File: src/sv/sgfr_pkg.sv
// ----------------------------------------------------------------------------
// sgfr_pkg
// Shared constants, types and glyph ROM for the scaled glyph renderer.
// ----------------------------------------------------------------------------
package sgfr_pkg;

  localparam int WIDTH      = 128;
  localparam int PAGES      = 8;
  localparam int STORE_SIZE = WIDTH * PAGES;
  localparam int ADDR_W     = $clog2(STORE_SIZE);
  localparam int HEIGHT     = PAGES * 8;

  localparam logic [1:0] OP_CLEAR = 2'd0;
  localparam logic [1:0] OP_CHAR  = 2'd1;
  localparam logic [1:0] OP_NUM   = 2'd2;
  localparam logic [1:0] OP_READ  = 2'd3;

  // Command handed from the front end to the back end.
  typedef struct packed {
    logic [1:0] op;
    logic [7:0] x;
    logic [2:0] page;
    logic [7:0] char_code;
    logic [3:0] scale;
    logic [31:0] number;
  } cmd_t;

  localparam int CMD_W = $bits(cmd_t);

  // Glyph index lookup; returns valid flag in bit 5.
  function automatic logic [5:0] glyph_index(input logic [7:0] code);
    logic [5:0] r;
    r = 6'd0;
    if (code >= 8'h30 && code <= 8'h39) r = {1'b1, 5'(code - 8'h30)};
    else begin
      case (code)
        8'h53: r = {1'b1, 5'd10};
        8'h43: r = {1'b1, 5'd11};
        8'h4F: r = {1'b1, 5'd12};
        8'h52: r = {1'b1, 5'd13};
        8'h45: r = {1'b1, 5'd14};
        8'h48: r = {1'b1, 5'd15};
        8'h49: r = {1'b1, 5'd16};
        8'h54: r = {1'b1, 5'd17};
        8'h4D: r = {1'b1, 5'd18};
        8'h50: r = {1'b1, 5'd19};
        8'h46: r = {1'b1, 5'd20};
        8'h21: r = {1'b1, 5'd21};
        default: r = 6'd0;
      endcase
    end
    return r;
  endfunction

  function automatic logic [6:0] glyph_col(input logic [4:0] g, input logic [2:0] c);
    logic [39:0] row;
    case (g)
      5'd0:  row = 40'h7F_41_41_41_7F;
      5'd1:  row = 40'h00_42_7F_40_00;
      5'd2:  row = 40'h79_49_49_49_4F;
      5'd3:  row = 40'h49_49_49_49_7F;
      5'd4:  row = 40'h0F_08_08_08_7F;
      5'd5:  row = 40'h4F_49_49_49_79;
      5'd6:  row = 40'h7F_49_49_49_79;
      5'd7:  row = 40'h01_71_09_05_03;
      5'd8:  row = 40'h7F_49_49_49_7F;
      5'd9:  row = 40'h4F_49_49_49_7F;
      5'd10: row = 40'h07_49_49_49_70;
      5'd11: row = 40'h3E_41_41_41_41;
      5'd12: row = 40'h3E_41_41_41_3E;
      5'd13: row = 40'h7F_09_19_29_46;
      5'd14: row = 40'h7F_49_49_49_41;
      5'd15: row = 40'h7F_08_08_08_7F;
      5'd16: row = 40'h41_41_7F_41_41;
      5'd17: row = 40'h01_01_7F_01_01;
      5'd18: row = 40'h7F_02_04_02_7F;
      5'd19: row = 40'h7F_09_09_09_06;
      5'd20: row = 40'h7F_09_09_09_01;
      5'd21: row = 40'h00_00_5F_00_00;
      default: row = 40'h0;
    endcase
    case (c)
      3'd0: return row[38:32];
      3'd1: return row[30:24];
      3'd2: return row[22:16];
      3'd3: return row[14:8];
      3'd4: return row[6:0];
      default: return 7'd0;
    endcase
  endfunction

endpackage

File: src/sv/sgfr_cmd_fifo.sv
// ----------------------------------------------------------------------------
// sgfr_cmd_fifo
// Two-entry command queue between front end and back end.
// ----------------------------------------------------------------------------
module sgfr_cmd_fifo
  import sgfr_pkg::*;
(
  input  logic clk,
  input  logic rst_n,
  input  logic wr_valid,
  output logic wr_ready,
  input  cmd_t wr_data,
  output logic rd_valid,
  input  logic rd_ready,
  output cmd_t rd_data
);
  cmd_t       mem_r [2];
  logic       wp_r, rp_r;
  logic [1:0] cnt_r;

  assign wr_ready = (cnt_r != 2'd2);
  assign rd_valid = (cnt_r != 2'd0);
  assign rd_data  = mem_r[rp_r];

  always_ff @(posedge clk) begin
    if (wr_valid && wr_ready) mem_r[wp_r] <= wr_data;
    if (!rst_n) begin
      wp_r <= 1'b0; rp_r <= 1'b0; cnt_r <= 2'd0;
    end else begin
      if (wr_valid && wr_ready) wp_r <= ~wp_r;
      if (rd_valid && rd_ready) rp_r <= ~rp_r;
      cnt_r <= cnt_r + 2'(wr_valid && wr_ready) - 2'(rd_valid && rd_ready);
    end
  end
endmodule

File: config.mk
export PLATFORM = sky130hd
export DESIGN_NAME = sgfr_cmd_fifo
export DESIGN_NICKNAME = d
export VERILOG_FILES = /design/src/sv/sgfr_pkg.sv /design/src/sv/sgfr_cmd_fifo.sv
export SDC_FILE = /design/constraint.sdc
export NUM_CORES = 1
export LEC_CHECK = 0
export BUFFER_PORTS_ARGS = -buffer_cell sky130_fd_sc_hd__clkbuf_2
export CAP_MARGIN = 10
export CORE_UTILIZATION = 50
export DETAILED_ROUTE_END_ITERATION = 8
export PLACE_DENSITY = 0.8
export SYNTH_ARGS = -nofsm -noshare
export SYNTH_HDL_FRONTEND = slang
export SYNTH_SLANG_ARGS = --single-unit
File: constraint.sdc
create_clock -name clk -period 7.3 [get_ports clk]
set_input_delay 1.46 -clock clk [delete_from_list [all_inputs] [get_ports clk]]
set_output_delay 1.46 -clock clk [all_outputs]
set_load 0.005 [all_outputs]
Yosys cells after proc, flatten, opt, wreduce, memory -nomap -nowiden:

Memories as Yosys holds them, arrays and structs flattened. A register that Yosys moved wholly into a read port is not among the register bits.
Cells that the tools add are included.

* register bits: 4
* RAM bits: 114
* bits of input ports: 61
* output and inout bits: 59
* word-level logic and storage cells: 16
* memories kept: 1

Memories
* mem_r: words 2, bits a word 57, rd ports 1, clocked after Yosys merged registers in 1, wr ports 1, RTL line sgfr_cmd_fifo.sv:17 `cmd_t mem_r [2];`

* $add $sub $neg: 2
* equality and inequality tests: 1
* muxes and demuxes: 4
* bitwise gates (word level): 2
* reductions and logical operators: 3

Operators with widths (count)
* 1-bit 2-to-1 mux: 4
* 2-bit by 1-bit adder with 2-bit output: 1
* 1-bit logical AND: 2
* 2-bit inequality test, second input constant: 1
* 1-bit inverter: 2
* 2-bit nonzero test: 1
* 2-bit by 1-bit subtractor with 2-bit output: 1

Depth between registers and ports, before layout:

Gate-level depths: netlist (run 1).

* depth in word-level cells: 4
* gate-level depth with buffers: 8
* gate-level depth less buffers: 8

Worst setup path after synthesis (run 1):

OpenSTA, ideal clock, no wires.

* path kind: input -> register
* start: in wr_valid
* end: mem mem_r[0][0] (netlist bit), enable pin
* arrival: 3942 ps
* path slack: 2886 ps
* stages: 2
* path buffers: 0
* path through: nand2_1 > nor2_1

* word-level cells in the longest chain between the ends: 3

RTL lines
* start: declaration: RTL line sgfr_cmd_fifo.sv:10 `input logic wr_valid,`
* 1-bit logical AND: RTL line sgfr_cmd_fifo.sv:26 `if (wr_valid && wr_ready) mem_r[wp_r] <= wr_data;`
* 1-bit 2-to-1 mux: RTL line sgfr_cmd_fifo.sv:26
* 1-bit 2-to-1 mux (implied by the code): RTL line sgfr_cmd_fifo.sv:26
* end: declaration: RTL line sgfr_cmd_fifo.sv:17

Every way passes these cells.

==> results by group, run 1 <==
Run status
  • Outcome: finished clean

Routing
  • ANT nets after route: 0
  • Initial DRC Count: 95
  • Drt first pass iters: 4
  • # DRC: 0
  • Vias/cell: 4.93
  • Final WL: 6880 µm
  • DR vias: 2250
  • WL/cell: around 15 µm

Finish
  • Layout area overhead: 29.7%
  • Commonest non-fill, non-tap cells in the layout: clkbuf_2 (119), edfxtp_1 (114), mux2_4 (30)
  • ANT cells: 0
  • Leading cell type in the layout, fill and taps excluded: clkbuf_2
  • Post-route design area: 5790 µm²
  • # nets final: just under 400
  • Share of layout cells above drive strength 1: between 60% and 70%
  • Fill cell count: between 600 and 700
  • Final Util: about two thirds

Worst hold path
  • Min-delay worst type: reg -> reg

STA
  • Max Freq: 287 MHz
  • Measured slew at the worst slew-check pin: 922 ps
  • Relative slew slack: 38.5%
  • Tmin final: approximately 3500 ps
  • Max Slew Vio Count: 0
  • Fin. Hold Viols: 0
  • RSZ-0062 raised after global routing: false
  • # setup viols final: 0
  • Fin crit share: between 40% and 50%
  • Hold slack: 544 ps
  • Setup Skew: 5.99 ps
  • Setup TNS: 0 ps

Logic synthesis
  • Cells after synthesis: 201
  • Distinct cells, synth: 18
  • Avg Cell Area, Syn: 22.2 µm²
  • FF+latch count, synth: 119
  • Post-synthesis sequential area ratio: 78.9%
  • Yosys warnings: 0
  • Synthesized net count: 264
  • Synthesized cell area: 4470 µm²

Clock tree
  • TritonCTS clock tree: done
  • CTS Sinks: 119
  • CTS root buf: clkbuf_8
  • Clock transition at path regs: 50 ps
  • Number of CTS-inserted buffers: 17
  • Post-CTS Hold Fix Bufs: 0
  • H-tree levels: 4
  • Post-CTS Setup Repair Bufs: 0
  • Clock Tree Buf Depth: 2
  • Clock latency on the worst-skew pair: 500 ps
  • Post_cts resized: 0

GRT
  • Largest net degree at the start of global routing: 58
  • Initial antenna violation count: 0
  • Aggregate global routing overflow: 0
  • First-pass GRT wire length: 9980 µm
  • Global Route Usage Sum: between 15 and 20%
  • Vias in the first global route: 2085

Place
  • Detail Placement HPWL: between 4000 and 5000 µm
  • Port Buffer Count: 119
  • Placer congestion estimate: 0.673
  • DP Area: 5170 µm²

Floorplan
  • Num rows: 34
  • DIE AREA: 9320 µm²
  • Initial Util: 51.5%
  • Die height: 96.5 µm
  • Core area: 8680 µm²
  • IO Pins: 120
  • Die span in x: 96.5 µm

Setup path
  • Required time of the critical path: ~6000 ps
  • Crit path DAT: 2030 ps
  • Worst Setup End Kind: output pin
  • Startpoint types: flip-flop
  • Crit path max fanout: 57
  • Crit path kind: reg -> out

Power
  • Lkg Pwr: 2.28 nW
  • Worst vdd ir: between 0.0003 and 0.0004 V
  • Total power: 0.00217 W
  • Power per cell area: 374 nW/µm²

Flow run
  • Max_cap viols: 0
[Yosys cell counts]
library cell	n	area [µm²]
nand2_1	2	7.51
or2_2	1	6.26
nor2_1	1	3.75
ha_1	2	25.0
and3_1	1	6.26
o21a_1	1	7.51
and2_1	2	12.5
mux2i_1	1	10.0
mux2_2	27	304
buf_6	4	45.0
nor2b_1	2	12.5
xnor2_1	3	26.3
mux2_4	30	450
buf_2	2	10.0
dfxtp_1	5	100
inv_1	1	3.75
edfxtp_1	114	3420
nand2b_1	2	12.5
[path summary, 6_finish.rpt]
kind / endpoint / slack (ps) / cells past startpoint / startpoint
worst max-delay path: rd_data[0] / 3810 / 2 / flip-flop
worst min-delay path: wp_r / 540 / 2 / wp_r
worst max register to register: mem_r[0][42] / 5150 / 4 / cnt_r[0]
worst min register to register: wp_r / 540 / 2 / wp_r
[final cells by class]
cell class | instances | area (µm²) | share of cell area [%]
repair buffers | 121 | 611 | 10.5
flip-flops and latches | 119 | 3530 | 60.9
clock inverters | 14 | 206 | 3.56
well taps | 108 | 135 | 2.33
multi-input cells | 75 | 893 | 15.4
clock buffers | 18 | 418 | 7.21
inverters | 1 | 3.75 | 0.0648
[critical path: stages (launching register included)]
cell and delay (ps):
dfxtp_4 940, mux2_2 430, clkbuf_2 110
[per-stage QoR]
stage	std cells	worst slack, ps
final	456	3810
after global routing	456	3700
after CTS	456	3770
after detailed placement	424	4130
after global placement	424	4150
after floorplan	201	2890
[registers in the layout, indices dropped and copies added, names as in the netlist, named ones only]
register / cells
wp_r: 1
mem_r: 114
cnt_r: 2
rp_r: 1
[layer usage]
layer / vias to the layer above / share of wire [%] / track usage [%] / wire length, µm
li1: 1065 / - / - / -
met1: 1102 / 41 / 17.7 / 2850
met2: 78 / 50 / 24.6 / 3470
met3: 5 / 7.6 / 8.37 / 521
met4: 0 / 0.55 / 6.86 / 38
met5: - / 0 / 0 / 0
[cells by family (layout without fill, tap and decap cells)]
| logic type | Yosys count | in the layout | synth area share (%) |
|---|---|---|---|
| muxes | 58 | 58 | 17.1 |
| and+or+nand+nor | 11 | 11 | 1.37 |
| DFF | 119 | 119 | 78.9 |
| xor gates and xnor gates | 3 | 3 | 0.588 |
| adders and majority gates | 2 | 2 | 0.560 |
| buffers and inverters | 7 | 154 | 1.32 |
| AOI/OAI and AO/OA | 1 | 1 | 0.168 |
[power by group]
part	internal, W	total (W)	switching, W	leakage, nW
clock	0.000584	0.000860	0.000276	0.292
combinational	0.000229	0.000377	0.000148	0.884
sequential	0.000860	0.000932	0.0000715	1.11
No activity file was read; power rests on OpenSTA's default activity.
==> inputs of run 2 (changes only) <==
--- a/config.mk
+++ b/config.mk
@@ -7,9 +7,9 @@
 export LEC_CHECK = 0
 export BUFFER_PORTS_ARGS = -buffer_cell sky130_fd_sc_hd__clkbuf_2
 export CAP_MARGIN = 10
-export CORE_UTILIZATION = 50
+export CORE_UTILIZATION = 47
 export DETAILED_ROUTE_END_ITERATION = 8
-export PLACE_DENSITY = 0.8
+export PLACE_DENSITY = 0.79
 export SYNTH_ARGS = -nofsm -noshare
 export SYNTH_HDL_FRONTEND = slang
 export SYNTH_SLANG_ARGS = --single-unit
==> constraint.sdc (replaced) <==
create_clock -name clk -period 3 [get_ports clk]
set_input_delay 0.6 -clock clk [delete_from_list [all_inputs] [get_ports clk]]
set_output_delay 0.6 -clock clk [all_outputs]
set_load 0.005 [all_outputs]
==> run 2 against run 1 <==
Against the previous run: sequential share of layout area down 0.18 points; count of clock-buffer cells in the layout did not move; wire length rose by 4.7%; register-to-register slack worse by 3900 ps; worst setup slack worse by 3400 ps; clock skew down 1.3 ps; via count down 0.76%; clock power rose by 120%; hold slack lost 260 ps; critical path depth is 1 higher; critical path type unchanged; critical endpoint is now rd_data[55]; largest cell class unchanged.
==> results by group, run 2 (synthesized netlist as in run 1, its figures left out) <==
Worst hold path
  • Min-delay worst type: in -> reg
  • Hold Path Stages: 1 (-1)
  • Min-delay src: wr_data[33]

Place
  • Placer congestion estimate: 0.677 (+0.67%)
  • Pre-CTS setup slack: 949 ps (-3180 ps)
  • Port Buffer Count: 119 (unchanged)

Floorplan
  • Die height: 99.5 µm (+3.1%)
  • Num rows: 35 (+2.9%)
  • DIE AREA: 9900 µm² (+6.2%)
  • IO Pins: 120 (unchanged)
  • Core area: 9240 µm² (+6.5%)
  • Die span in x: 99.5 µm (+3.1%)
  • Initial Util: 48.3% (-3.1 points)

Finish
  • Register area: 3530 µm² (unchanged)
  • Largest regs: mem_r (114), cnt_r (2)
  • Biggest register: mem_r
  • # nets final: 400 (+0.50%)
  • Share of layout cells above drive strength 1: 61.0% (+0.40 points)
  • Fill cell count: 675 (+8.0%)
  • Commonest non-fill, non-tap cells in the layout: clkbuf_2 (119), edfxtp_1 (114), mux2_4 (30)
  • Area of the multi-input gates: 893 µm² (unchanged)
  • Layout area overhead: 30.1%
  • Max reg flops: 114 (unchanged)
  • Leading cell type in the layout, fill and taps excluded: clkbuf_2
  • ANT cells: 0 (unchanged)

Clock tree
  • Post_cts resized: 0 (unchanged)
  • H-tree levels: 4 (unchanged)
  • Clock Tree Buf Depth: 2 (unchanged)
  • CTS Sinks: 119 (unchanged)
  • Number of CTS-inserted buffers: 17 (unchanged)
  • Clock transition at path regs: 60 ps (about the same)
  • TritonCTS clock tree: done
  • CTS root buf: clkbuf_8
  • Post-CTS Setup Repair Bufs: 0 (unchanged)
  • Clock latency on the worst-skew pair: 500 ps (about the same)
  • Post-CTS Hold Fix Bufs: 0 (unchanged)

Power
  • Lkg Pwr: 2.28 nW (-0.14%)
  • Worst vdd ir: 0.000613 V (+96%)
  • Power per cell area: 874 nW/µm² (+130%)

Setup path
  • Worst Setup End Kind: output pin
  • Crit path DAT: 1950 ps (-80 ps)
  • CP max stage delay: 710 ps (-230 ps)
  • Startpoint types: flip-flop
  • Crit path max fanout: 38 (-33%)
  • Crit-path cells: buf_12 -> mux2_4 -> clkbuf_2
  • Worst R2R Start: cnt_r[0]
  • Reg2reg setup slack: 1250 ps (-3900 ps)
  • Crit path kind: reg -> out
  • Crit path max-delay cell type: dfxtp_4
  • Worst r2r path cells: 4 (unchanged)
  • Required time of the critical path: 2400 ps (-3440 ps)

GRT
  • Aggregate global routing overflow: 0 (unchanged)
  • Initial antenna violation count: 0 (unchanged)
  • Vias in the first global route: 2348 (+13%)
  • First-pass GRT wire length: 11100 µm (+12%)
  • Largest net degree at the start of global routing: 39 (-33%)
  • Global Route Usage Sum: 15.8% (+0.13 points)

STA
  • Fin crit share: around 85%
  • Measured slew at the worst slew-check pin: 629 ps (-293 ps)
  • Setup TNS: 0 ps (unchanged)
  • Relative slew slack: 58.0% (+19 points)
  • Setup Skew: 4.67 ps (-1.32 ps)
  • Fin. Hold Viols: 0 (unchanged)
  • Max Freq: 392 MHz
  • Tmin final: 2550 ps
  • PnR worst setup slack: 449 ps (-3360 ps)
  • RSZ-0062 raised after global routing: false
  • Max Slew Vio Count: 0 (unchanged)
  • # setup viols final: 0 (unchanged)

Routing
  • Vias/cell: 4.67 (-5.3%)
  • DR vias: 2233 (-0.76%)
  • Final WL: 7200 µm (+4.7%)
  • # DRC: 0 (unchanged)
  • Initial DRC Count: 58 (-39%)
  • Drt first pass iters: 4 (unchanged)
  • ANT nets after route: 0 (unchanged)
  • WL/cell: 15.1 µm (-0.15%)

Run status
  • Outcome: finished clean

Flow run
  • Max_cap viols: 0 (unchanged)
-- run 2: changes by cell type in the layout (fill, tap and decap cells not counted), moves of 2 or more --
| cell | change |
|---|---|
| buf_4 | -2 |
| buf_12 | +4 |
| clkinv_2 | +2 |
| bufinv_16 | -3 |
-- run 2: power breakdown --
part	internal [W]	total, W	leakage, nW	switching, W
logic	0.000594	0.00101	0.908	0.000414
registers	0.00209	0.00222	1.11	0.000133
clock network	0.00117	0.00185	0.264	0.000679
-- run 2: through the flow --
step,hold WS (ps),power [W],util (%),cells,instance area [µm²]
final,281,0.00508,62.9,478,5810
after global routing,249,0.00532,62.9,478,5810
after CTS,248,0.00516,62.9,478,5810
after detailed placement,518,0.00329,56.9,447,5260
after global placement,503,0.00326,56.9,447,5260
after floorplan,466,0.00287,-,201,4470
-- run 2: path summary, 6_finish.rpt --
path | to
hold / removal | mem_r[0][33]
setup reg to reg | mem_r[0][7]
setup / recovery | rd_data[55]
hold reg to reg | wp_r
-- run 2: critical path: cells and delay by family (launching register included) --
family                 cells  cell delay, ps
multiplexers               1             320
buffers and inverters      2             380
flip-flops                 1             710
-- run 2: layout make-up --
cell class | count | area share [%]
well taps | 129 | 2.78
multi-input cells | 75 | 15.4
repair buffers | 123 | 11.6
inverters | 1 | 0.0646
clock inverters | 13 | 2.28
flip-flops and latches | 119 | 60.7
clock buffers | 18 | 7.19
-- run 2: per-layer routing --
layer  global-route usage (%)  share of wire [%]  vias to the layer above
li1                         -                  -                     1064
met3                     7.24                7.1                       13
met2                     25.3                 49                       86
met4                     8.94                1.8                        0
met1                     17.5                 42                     1070
met5                        0                  0                        -
